**src/rtl/i2cm_pkg.sv**
```systemverilog
// ----------------------------------------------------------------------------
// i2cm_pkg
// Types and codes shared by the I2C master byte engine.
// ----------------------------------------------------------------------------
package i2cm_pkg;

  localparam int unsigned PhaseW = 16;

  // command codes carried by func
  localparam logic [2:0] CMD_NONE  = 3'd0;
  localparam logic [2:0] CMD_START = 3'd1;
  localparam logic [2:0] CMD_STOP  = 3'd2;
  localparam logic [2:0] CMD_WRITE = 3'd3;
  localparam logic [2:0] CMD_READ  = 3'd4;
  localparam logic [2:0] CMD_ACK   = 3'd5;

  // waveform steps
  localparam logic [3:0] PH_IDLE    = 4'd0;
  localparam logic [3:0] PH_S_SDAHI = 4'd1;
  localparam logic [3:0] PH_S_SCLHI = 4'd2;
  localparam logic [3:0] PH_S_SDALO = 4'd3;
  localparam logic [3:0] PH_S_SCLLO = 4'd4;
  localparam logic [3:0] PH_P_SDALO = 4'd5;
  localparam logic [3:0] PH_P_SCLHI = 4'd6;
  localparam logic [3:0] PH_P_SDAHI = 4'd7;
  localparam logic [3:0] PH_B_SET   = 4'd8;
  localparam logic [3:0] PH_B_HIGH  = 4'd9;
  localparam logic [3:0] PH_B_LOW   = 4'd10;
  localparam logic [3:0] PH_A_REL   = 4'd11;
  localparam logic [3:0] PH_A_HIGH  = 4'd12;
  localparam logic [3:0] PH_END_LOW = 4'd13;
  localparam logic [3:0] PH_R_LOW   = 4'd14;
  localparam logic [3:0] PH_R_HIGH  = 4'd15;

  // configuration register word index
  localparam logic REG_PHASE_TICKS = 1'b0;

  localparam logic [PhaseW-1:0] PHASE_TICKS_RESET = 16'd5;
  localparam int unsigned       BITS_PER_BYTE     = 8;

  typedef struct packed {
    logic [2:0] func;
    logic [7:0] tx_byte;
    logic       ack_bit;
    logic       sda_in;
  } in_item_t;

  typedef struct packed {
    logic       scl;
    logic       sda_out;
    logic       busy_res;
    logic       done_res;
    logic [7:0] rx_byte;
    logic       ack_seen;
  } out_item_t;

endpackage

```
**src/rtl/i2c_master_byte_engine.sv**
```systemverilog
// ----------------------------------------------------------------------------
// i2c_master_byte_engine
// I2C bus master advanced by one tick per item; start, stop, byte write,
// byte read and ack bit commands, each waveform step held phase_ticks ticks.
// ----------------------------------------------------------------------------
//  channel   ports                          moves
//  in        in_valid/in_ready/in_data      one tick, optional command
//  out       out_valid/out_ready/out_data   line levels and status per tick
//  cfg       psel/penable/pwrite/paddr/...  phase_ticks at word 0
//
//  one item per clock while out_ready is high: the step logic runs between
//  the state registers and the result register with no stage in between.
//  the result register is reloaded in the same cycle it is taken, so items
//  flow back to back while out_ready stays high.
//  a stall on out holds the result and lowers in_ready; nothing is dropped.
//  reset (rst_n low, synchronous) releases both lines and idles the engine;
//  no clearing pass is needed.
// ----------------------------------------------------------------------------
module i2c_master_byte_engine (
  input  logic                clk,
  input  logic                rst_n,
  input  logic                in_valid,
  output logic                in_ready,
  input  i2cm_pkg::in_item_t  in_data,
  output logic                out_valid,
  input  logic                out_ready,
  output i2cm_pkg::out_item_t out_data,
  input  logic                psel,
  input  logic                penable,
  input  logic                pwrite,
  input  logic [2:0]          paddr,
  input  logic [31:0]         pwdata,
  output logic [31:0]         prdata,
  output logic                pready
);
  import i2cm_pkg::*;

  logic [PhaseW-1:0] phase_ticks_r;
  logic [3:0]        phase_r, phase_nxt;
  logic [3:0]        bit_cnt_r, bit_cnt_nxt;
  logic [7:0]        shift_r, shift_nxt;
  logic [PhaseW-1:0] wait_r, wait_nxt;
  logic              scl_r, scl_nxt;
  logic              sda_r, sda_nxt;
  logic              ack_r, ack_nxt;
  logic [7:0]        rx_r, rx_nxt;
  logic [2:0]        cmd_r, cmd_nxt;
  logic              done_nxt;
  logic              enter;
  logic [3:0]        enter_ph;
  logic [3:0]        bit_inc;
  logic [PhaseW-1:0] wait_load;
  logic              in_acc;
  logic              out_valid_r;
  out_item_t         out_data_r;

  assign pready  = 1'b1;
  assign prdata  = {{(32-PhaseW){1'b0}}, phase_ticks_r};
  assign in_ready  = !out_valid_r || out_ready;
  assign in_acc    = in_valid && in_ready;
  assign out_valid = out_valid_r;
  assign out_data  = out_data_r;

  // zero ticks behaves like one
  assign wait_load = (phase_ticks_r == '0) ? '0 : phase_ticks_r - 1'b1;
  assign bit_inc   = bit_cnt_r + 4'd1;

  always_comb begin
    phase_nxt   = phase_r;
    bit_cnt_nxt = bit_cnt_r;
    shift_nxt   = shift_r;
    wait_nxt    = wait_r;
    scl_nxt     = scl_r;
    sda_nxt     = sda_r;
    ack_nxt     = ack_r;
    rx_nxt      = rx_r;
    cmd_nxt     = cmd_r;
    done_nxt    = 1'b0;
    enter       = 1'b0;
    enter_ph    = PH_IDLE;

    if (phase_r == PH_IDLE) begin
      if (in_data.func >= CMD_START && in_data.func <= CMD_ACK) begin
        cmd_nxt     = in_data.func;
        bit_cnt_nxt = '0;
        enter       = 1'b1;
        case (in_data.func)
          CMD_START: enter_ph = PH_S_SDAHI;
          CMD_STOP:  enter_ph = PH_P_SDALO;
          CMD_WRITE: begin
            shift_nxt = in_data.tx_byte;
            enter_ph  = PH_B_SET;
          end
          CMD_READ: begin
            shift_nxt = '0;
            enter_ph  = PH_R_LOW;
          end
          default: begin
            // ack bit rides the write path as a one-bit byte
            shift_nxt = {in_data.ack_bit, 7'b0};
            enter_ph  = PH_B_SET;
          end
        endcase
      end
    end else if (wait_r != '0) begin
      wait_nxt = wait_r - 1'b1;
    end else begin
      enter = 1'b1;
      unique case (phase_r)
        PH_S_SDAHI: enter_ph = PH_S_SCLHI;
        PH_S_SCLHI: enter_ph = PH_S_SDALO;
        PH_S_SDALO: enter_ph = PH_S_SCLLO;
        PH_P_SDALO: enter_ph = PH_P_SCLHI;
        PH_P_SCLHI: enter_ph = PH_P_SDAHI;
        PH_B_SET:   enter_ph = PH_B_HIGH;
        PH_B_HIGH:  enter_ph = PH_B_LOW;
        PH_B_LOW: begin
          if (cmd_r == CMD_ACK) begin
            enter = 1'b0;
            done_nxt = 1'b1;
          end else begin
            shift_nxt   = {shift_r[6:0], 1'b0};
            bit_cnt_nxt = bit_inc;
            enter_ph    = (bit_inc < 4'(BITS_PER_BYTE)) ? PH_B_SET : PH_A_REL;
          end
        end
        PH_A_REL:   enter_ph = PH_A_HIGH;
        PH_A_HIGH: begin
          ack_nxt  = !in_data.sda_in;
          enter_ph = PH_END_LOW;
        end
        PH_END_LOW: begin
          if (cmd_r == CMD_READ) begin
            rx_nxt = shift_r;
          end
          enter    = 1'b0;
          done_nxt = 1'b1;
        end
        PH_R_LOW:   enter_ph = PH_R_HIGH;
        PH_R_HIGH: begin
          shift_nxt   = {shift_r[6:0], in_data.sda_in};
          bit_cnt_nxt = bit_inc;
          enter_ph    = (bit_inc < 4'(BITS_PER_BYTE)) ? PH_R_LOW : PH_END_LOW;
        end
        default: begin
          // the last step of a start or a stop ends the command
          enter    = 1'b0;
          done_nxt = 1'b1;
        end
      endcase
      if (done_nxt) begin
        phase_nxt = PH_IDLE;
        wait_nxt  = '0;
      end
    end

    if (enter) begin
      phase_nxt = enter_ph;
      wait_nxt  = wait_load;
      unique case (enter_ph) inside
        PH_S_SDAHI, PH_P_SDAHI, PH_A_REL: sda_nxt = 1'b1;
        PH_S_SDALO, PH_P_SDALO:           sda_nxt = 1'b0;
        PH_B_SET:                         sda_nxt = shift_nxt[7];
        PH_S_SCLHI, PH_P_SCLHI, PH_B_HIGH, PH_A_HIGH, PH_R_HIGH: scl_nxt = 1'b1;
        PH_S_SCLLO, PH_B_LOW, PH_END_LOW: scl_nxt = 1'b0;
        PH_R_LOW: begin
          sda_nxt = 1'b1;
          scl_nxt = 1'b0;
        end
        default: ;
      endcase
    end
  end

  always_ff @(posedge clk) begin
    if (!rst_n) begin
      phase_ticks_r <= PHASE_TICKS_RESET;
      phase_r       <= PH_IDLE;
      bit_cnt_r     <= '0;
      shift_r       <= '0;
      wait_r        <= '0;
      scl_r         <= 1'b1;
      sda_r         <= 1'b1;
      ack_r         <= 1'b0;
      rx_r          <= '0;
      cmd_r         <= CMD_NONE;
      out_valid_r   <= 1'b0;
    end else begin
      if (psel && penable && pwrite && paddr[2] == REG_PHASE_TICKS) begin
        phase_ticks_r <= pwdata[PhaseW-1:0];
      end
      if (in_acc) begin
        phase_r   <= phase_nxt;
        bit_cnt_r <= bit_cnt_nxt;
        shift_r   <= shift_nxt;
        wait_r    <= wait_nxt;
        scl_r     <= scl_nxt;
        sda_r     <= sda_nxt;
        ack_r     <= ack_nxt;
        rx_r      <= rx_nxt;
        cmd_r     <= cmd_nxt;
      end
      if (in_acc) begin
        out_valid_r <= 1'b1;
      end else if (out_ready) begin
        out_valid_r <= 1'b0;
      end
    end
  end

  always_ff @(posedge clk) begin
    if (in_acc) begin
      out_data_r.scl      <= scl_nxt;
      out_data_r.sda_out  <= sda_nxt;
      out_data_r.busy_res <= (phase_nxt != PH_IDLE);
      out_data_r.done_res <= done_nxt;
      out_data_r.rx_byte  <= rx_nxt;
      out_data_r.ack_seen <= ack_nxt;
    end
  end

  a_done_idle: assert property (@(posedge clk) disable iff (!rst_n)
    out_valid_r && out_data_r.done_res |-> !out_data_r.busy_res)
    else $error("done reported while still busy");

  a_start_seq: assert property (@(posedge clk) disable iff (!rst_n)
    in_acc && phase_r == PH_IDLE && in_data.func == CMD_START
    |=> phase_r == PH_S_SDAHI && sda_r)
    else $error("start did not enter its first step");

  a_bit_range: assert property (@(posedge clk) disable iff (!rst_n)
    bit_cnt_r <= 4'(BITS_PER_BYTE))
    else $error("bit counter ran past a byte");

  a_busy_hold: assert property (@(posedge clk) disable iff (!rst_n)
    in_acc && phase_r != PH_IDLE && wait_r != '0 |=> phase_r == $past(phase_r))
    else $error("step left before its ticks ran out");

endmodule

```
**config.mk**
```make
export PLATFORM = sky130hd
export DESIGN_NAME = i2c_master_byte_engine
export DESIGN_NICKNAME = d
export VERILOG_FILES = /design/src/rtl/i2cm_pkg.sv /design/src/rtl/i2c_master_byte_engine.sv
export SDC_FILE = /design/constraint.sdc
export NUM_CORES = 1
export LEC_CHECK = 0
export BUFFER_PORTS_ARGS = -buffer_cell sky130_fd_sc_hd__clkbuf_2
export CAP_MARGIN = 5
export CORE_AREA = 2 2 136 151
export CTS_CLUSTER_SIZE = 16
export DETAILED_ROUTE_END_ITERATION = 10
export DIE_AREA = 0 0 138 153
export PLACE_DENSITY_LB_ADDON = 0.08
export SETUP_SLACK_MARGIN = 0.1
export SLEW_MARGIN = 20
export SYNTH_ARGS = -nofsm -noshare
export SYNTH_HDL_FRONTEND = slang
export SYNTH_SLANG_ARGS = --single-unit
export TNS_END_PERCENT = 1
```
**constraint.sdc**
```tcl
create_clock -name clk -period 2.8 [get_ports clk]
set_input_delay 0.7 -clock clk [delete_from_list [all_inputs] [get_ports clk]]
set_output_delay 0.7 -clock clk [all_outputs]
set_load 0.05 [all_outputs]
```
==> out/metrics.cfg, run 1 <==
[critical_path]
worst-r2r-setup-slack_ps=230
cp_num_buf_inv=4
crit_family=compound AO/OA/AOI/OAI gates
critical_path.slowest_cell=or3b_4
startpoint_type=flop
cp.required_ps=3020
slowest_delay_ps=390
rr_worst_depth=12
worstReg2RegEnd=sda_r
reg2reg_from=wait_r[1]
path_class=flop to flop
critPathArrivalTime_ps=2780
path_cells=inv_2 -> ha_4 -> or3b_4 -> buf_4 -> nor4_4 -> buf_6 -> a31o_4 -> inv_1 -> a311oi_2 -> a41oi_2 -> a211oi_2 -> o21ai_1
endpoint_kind=flop
cp_max_fo=6

[power_and_ir_drop]
power.switching_mw=1.39
p_int_mw=2.50
finalPower_mw=3.89
pwr-share-comb_pct=38.5
seqPwrFrac_pct=32.8
ir_drop_uv=307
netSwitchingFraction_pct=35.7
leakage_nw=2.46
p_per_area_nw_per_um2=652
clkPwrFrac_pct=28.7

[hold_path]
hp-start=ack_r
hold_class=flop to flop
hold_path_depth=2
hold_end=ack_r

[sta]
layout_min_cycle_time_ps=2570
relSlewSlack_pct=58.5
post-route-period-util_pct=91.7
finalHoldViolCount=0
whs_ps=468
worst_pin_slew_ps=620
setup_viol=0
skew_ps=7.11
setup_tns_ps=0
maxSlewViolCount=0
grt_setup_unrepaired=yes
fmax_ghz=0.389

[logic_synthesis]
yosys_warnings=0
synth-edff-count=13
yosysTopAreaCell=dfxtp_1
synthDistinctLibCells=71
synth_most_common_cell=nand2_1
synthArstFlopShare_pct=0
synthTopCellsByArea=dfxtp_1, edfxtp_1, nand2_1, nor2_1, a21boi_0
syn_area_um2=4450
netlist.area_leader.share_pct=28.3
yosys_register_bits=76
synthCells=549
synth_common_cells=nand2_1, dfxtp_1, nor2_1
syn_area_per_cell_um2=8.10
yosysSeqAreaShare_pct=37.1
synth_ff_type=dfxtp_1

[cts]
clk_pin_slew_ps=70
htree_levels=3
postCtsHoldBufs=0
root_buffer=clkbuf_16
insertion_delay_ps=340
tritoncts=built
cts_buffer_depth=2
cts_made_buffers=9
clock-sinks=76

[drt]
viasPerCell=4.56
ant_nets=0
drt_iter0_drc=174
firstDrtPassIters=4
routedWlPerCell_um=14.6
wirelength_mm=13.6
route.detailed.drc=0
num_vias=4230

[global_routing]
antenna_found_initial=0
grt_overflow=0
grt_pass1_vias=4153
grt_first_pass_wirelength_mm=21.7
grt_max_degree=47
grtUsageTotal_pct=12.7

[layout]
fin_nets=728
final_cells=927
layout-drive-gt1-share_pct=30.1
diodes=0
syn_to_final_growth_pct=34.2

[die]
core_area_um2=19600
boundaryPins=103
die_x_um=138
die_area_um2=21100
die_h_um=153
initial_core_util_pct=22.7
std_cell_rows=54

[place]
placedCellCount=899
place.gp.congestion=0.860
portBuffers=67
dp_hpwl_mm=10.2

[job]
cap_violations=0

[status]
outcome=complete, no violations

==> worst reg2reg max path, delay by kind of cell (launching register included) <==
family,cells,cell delay (ps)
adder cells (fa/ha/maj),1,130
AO/OA/AOI/OAI,5,1020
buffers and inverters,4,460
flip-flops,1,320
AND/OR/NAND/NOR,2,520
==> layout make-up <==
class	instances	area, µm²
Fill cell	2143	13600
Timing Repair Buffer	146	988
Clock inverter	6	50.0
Inverter	13	48.8
Clock buffer	10	229
Sequential cell	76	1650
Multi-Input combinational cell	424	2690
Tap cell	252	315
==> cell families after synthesis <==
kind of cell	Yosys count	share of synthesized area, %
buffers and inverters	64	7.17
AND/OR/NAND/NOR	236	26.8
XOR/XNOR	22	4.33
flip-flops	76	37.1
AO/OA/AOI/OAI	133	20.4
adder cells (fa/ha/maj)	3	0.844
other	2	0.169
multiplexers	13	3.15
==> repair_timing <==
action,CTS,global route
cloned,0,1
setup buffers,0,11
setup endpoints to repair,16,14
resized for setup,7,31
pin swaps,4,13
==> placed cells by master, fill, tap and decap left out, types with 3 or more instances in the layout <==
cell type,instances
buf_6,6
nand2_1,81
mux2i_1,5
a22oi_1,12
nor3b_1,11
nor2_1,47
nor2b_1,9
a21boi_0,20
clkbuf_16,9
nand3_1,11
buf_12,3
inv_1,11
nand2b_1,5
nor3_1,25
o22a_1,3
edfxtp_1,13
a31oi_1,4
o21ai_0,26
conb_1,17
o211a_1,7
mux2_2,8
xnor2_1,15
nor4_1,8
xor2_1,6
or4_1,4
a21oi_1,23
clkinv_4,3
or3_1,5
dfxtp_1,61
o21a_1,10
buf_4,70
clkbuf_2,67
==> power by group through the flow <==
stage,clock network (mW),registers [mW],logic (mW)
floorplan,0,1.36,0.752
global placement,0,1.30,1.32
detailed placement,0,1.30,1.32
CTS,1.16,1.27,1.35
global route,1.20,1.29,1.64
finish,1.12,1.28,1.50
==> routing by layer <==
layer	global-route usage (%)	wire, µm	share of wire [%]
met5	0	0	0
met4	4.96	306	2.3
met3	2.54	508	3.7
met2	22.2	6800	50
met1	15.2	5940	44
==> state kept, by name, summed over array words and instances (netlist names) <==
| register | flops |
|---|---|
| ack_r | 1 |
| bit_cnt_r | 4 |
| cmd_r | 3 |
| out_data | 13 |
| out_valid | 1 |
| phase_r | 4 |
| phase_ticks_r | 16 |
| rx_r | 8 |
| scl_r | 1 |
| sda_r | 1 |
| shift_r | 8 |
| wait_r | 16 |
==> how the worst max path moves through the flow <==
stage	startpoint	to	slack, ps	depth (start not counted)
2_1_floorplan	wait_r[0]	sda_r	180	10
6_report	wait_r[1]	sda_r	230	12
3_5_place_dp	wait_r[0]	sda_r	-70	11
3_3_place_gp	wait_r[0]	out_data[11]	-50	12
4_1_cts	wait_r[0]	wait_r[14]	130	13
5_1_grt	phase_r[2]	wait_r[13]	70	10
==> through the flow <==
stage	worst slack [ps]	cell area, µm²	util, %
2_1_floorplan	184	4510	-
3_3_place_gp	-49.3	5410	27.6
3_5_place_dp	-74.8	5410	27.6
4_1_cts	131	5730	29.3
5_1_grt	73.6	5970	30.5
6_report	232	5970	30.5
Power figures use the tool's default switching activity.
==> run 2, diff against run 1 <==
- CORE_AREA: 2 2 136 151 -> 2 2 104 116
- DIE_AREA: 0 0 138 153 -> 0 0 106 118
==> run 2 against run 1 <==
Net effect:
- global-route usage increased by 6.0 points
- cell count decreased by 13%
- power decreased by 2.8%
- largest cell class unchanged
==> out/metrics.cfg, run 2 (synthesized netlist as in run 1, its figures left out) <==
[critical_path]
endpoint_kind=flop
rr_worst_depth=11  ; -1
critPathArrivalTime_ps=2920  ; +140 ps
path_class=flop to flop
reg2reg_from=wait_r[1]
cp.required_ps=3070  ; +50 ps
cp_max_fo=5  ; -1
startpoint_type=flop
worstReg2RegEnd=wait_r[4]
worst-r2r-setup-slack_ps=160  ; -80 ps

[hold_path]
hp-start=ack_r
hold_end=ack_r
hold_path_depth=2  ; unchanged
hold_class=flop to flop

[drt]
firstDrtPassIters=4  ; unchanged
wirelength_mm=11.3  ; -16%
drt_iter0_drc=153  ; -12%
route.detailed.drc=0  ; unchanged
viasPerCell=5.22  ; +14%
ant_nets=0  ; unchanged
num_vias=4183  ; -1.1%
routedWlPerCell_um=14.1  ; -3.4%

[layout]
nFillCells=1119  ; -48%
final_cells=802  ; -13%
syn_to_final_growth_pct=26.3
mostFrequentLayoutCell=nand2_1
final_cell_mix=nand2_1, clkbuf_2, dfxtp_1
fin_nets=705  ; -3.2%
layout-drive-gt1-share_pct=27.5  ; -2.6 points
diodes=0  ; unchanged
design_area_um2=5620  ; -5.9%
final_core_util_pct=49.6  ; +19 points

[cts]
clk_pin_slew_ps=60  ; about the same
root_buffer=clkbuf_16
cts_made_buffers=9  ; unchanged
htree_levels=3  ; unchanged
clock-sinks=76  ; unchanged
cts_buffer_depth=2  ; unchanged
tritoncts=built
insertion_delay_ps=340  ; about the same
postCtsHoldBufs=0  ; unchanged

[die]
die_area_um2=12500  ; -41%
boundaryPins=103  ; unchanged
die_x_um=106  ; -23%
die_h_um=118  ; -23%
core_area_um2=11300  ; -42%
std_cell_rows=41  ; -24%
initial_core_util_pct=39.2  ; +17 points

[job]
cap_violations=0  ; unchanged

[power_and_ir_drop]
seqPwrFrac_pct=33.7  ; +0.9 points
ir_drop_uv=285  ; -7.1%
power.switching_mw=1.31  ; -5.4%
pwr-share-comb_pct=34.5  ; -4.0 points
clkPwrFrac_pct=31.8  ; +3.1 points
finalPower_mw=3.78  ; -2.8%
leakage_nw=2.34  ; -4.9%
p_per_area_nw_per_um2=673  ; +3.3%
p_int_mw=2.47  ; -1.3%
netSwitchingFraction_pct=34.8  ; -0.96 points

[sta]
fmax_ghz=0.378  ; -2.8%
skew_ps=7.54  ; +0.433 ps
layout_setup_ws_ps=157  ; -75.1 ps
post-route-period-util_pct=94.4  ; +2.7 points
worst_pin_slew_ps=579  ; -40.5 ps
setup_tns_ps=0  ; unchanged
grt_setup_unrepaired=yes
maxSlewViolCount=0  ; unchanged
whs_ps=471  ; +3.02 ps
relSlewSlack_pct=61.2  ; +2.7 points
setup_viol=0  ; unchanged
layout_min_cycle_time_ps=2640  ; +75.1 ps
finalHoldViolCount=0  ; unchanged

[place]
placed_area_um2=5180  ; -4.4%
placedCellCount=784  ; -13%
place.gp.congestion=0.909  ; +5.7%
portBuffers=67  ; unchanged
place_ws_ps=-97.9  ; -23.2 ps
dp_hpwl_mm=8.38  ; -18%

[global_routing]
grt_pass1_vias=3836  ; -7.6%
antenna_found_initial=0  ; unchanged
grt_max_degree=47  ; unchanged
grt_overflow=0  ; unchanged
grtUsageTotal_pct=18.6  ; +6.0 points
grt_first_pass_wirelength_mm=18.7  ; -14%

[status]
outcome=complete, no violations

## run 2: cell types whose count changed in the layout (fill, tap and decap cells not counted), moves of 2 or more
cell    before  now
buf_4       70   51
nor3_1      25   22
nor3_2       2    5
a31o_4       2    0
buf_12       3    1
buf_6        6    4
## run 2: layout make-up
type	instances	area, µm²	area share, %
timing repair buffer	123	783	13.9
clock buffer	9	225	4.01
multi-input combinational	424	2640	46.9
clock inverter	7	83.8	1.49
sequential	76	1650	29.4
inverter	13	48.8	0.868
tap	150	188	3.34
## run 2: how the worst max path moves through the flow
stage / slack, ps / from / cells past startpoint / to
3_5_place_dp: -100 / wait_r[0] / 12 / wait_r[10]
3_3_place_gp: -50 / wait_r[0] / 12 / wait_r[10]
6_report: 160 / wait_r[1] / 11 / wait_r[4]
5_1_grt: 20 / wait_r[6] / 11 / shift_r[0]
2_1_floorplan: 180 / wait_r[0] / 10 / sda_r
4_1_cts: 10 / wait_r[0] / 12 / wait_r[10]
## run 2: what timing repair did
| item | CTS | global route |
|---|---|---|
| pin swaps | 0 | 13 |
| setup buffers | 0 | 2 |
| endpoints found under the hold margin | 0 | 0 |
| gates resized for setup | 5 | 25 |
| gates cloned | 0 | 0 |
| endpoints found under the setup margin | 36 | 45 |
## run 2: critical path, stage by stage (launching register included)
cell and delay [ps]:
dfxtp_2 320, inv_2 60, ha_4 120, or3b_4 410
buf_6 150, nor4_4 290, and2_4 220, o211ai_1 200
nand4_2 200, o31ai_4 130, or3_1 340, a21boi_1 140
## run 2: power by group through the flow
| stage | sequential (mW) | combinational, mW | clock (mW) |
|---|---|---|---|
| CTS | 1.27 | 1.24 | 1.23 |
| detailed placement | 1.30 | 1.22 | 0 |
| global route | 1.29 | 1.42 | 1.28 |
| global placement | 1.29 | 1.20 | 0 |
| floorplan | 1.36 | 0.752 | 0 |
| finish | 1.27 | 1.30 | 1.20 |
## run 2: metal layers
layer | GRT usage, % | up-vias | part of all wire (%)
li1 | - | 2127 | -
met1 | 23.0 | 1956 | 44
met2 | 32.5 | 89 | 51
met3 | 3.38 | 11 | 3.3
met4 | 6.09 | 0 | 1.4
met5 | 0 | - | 0
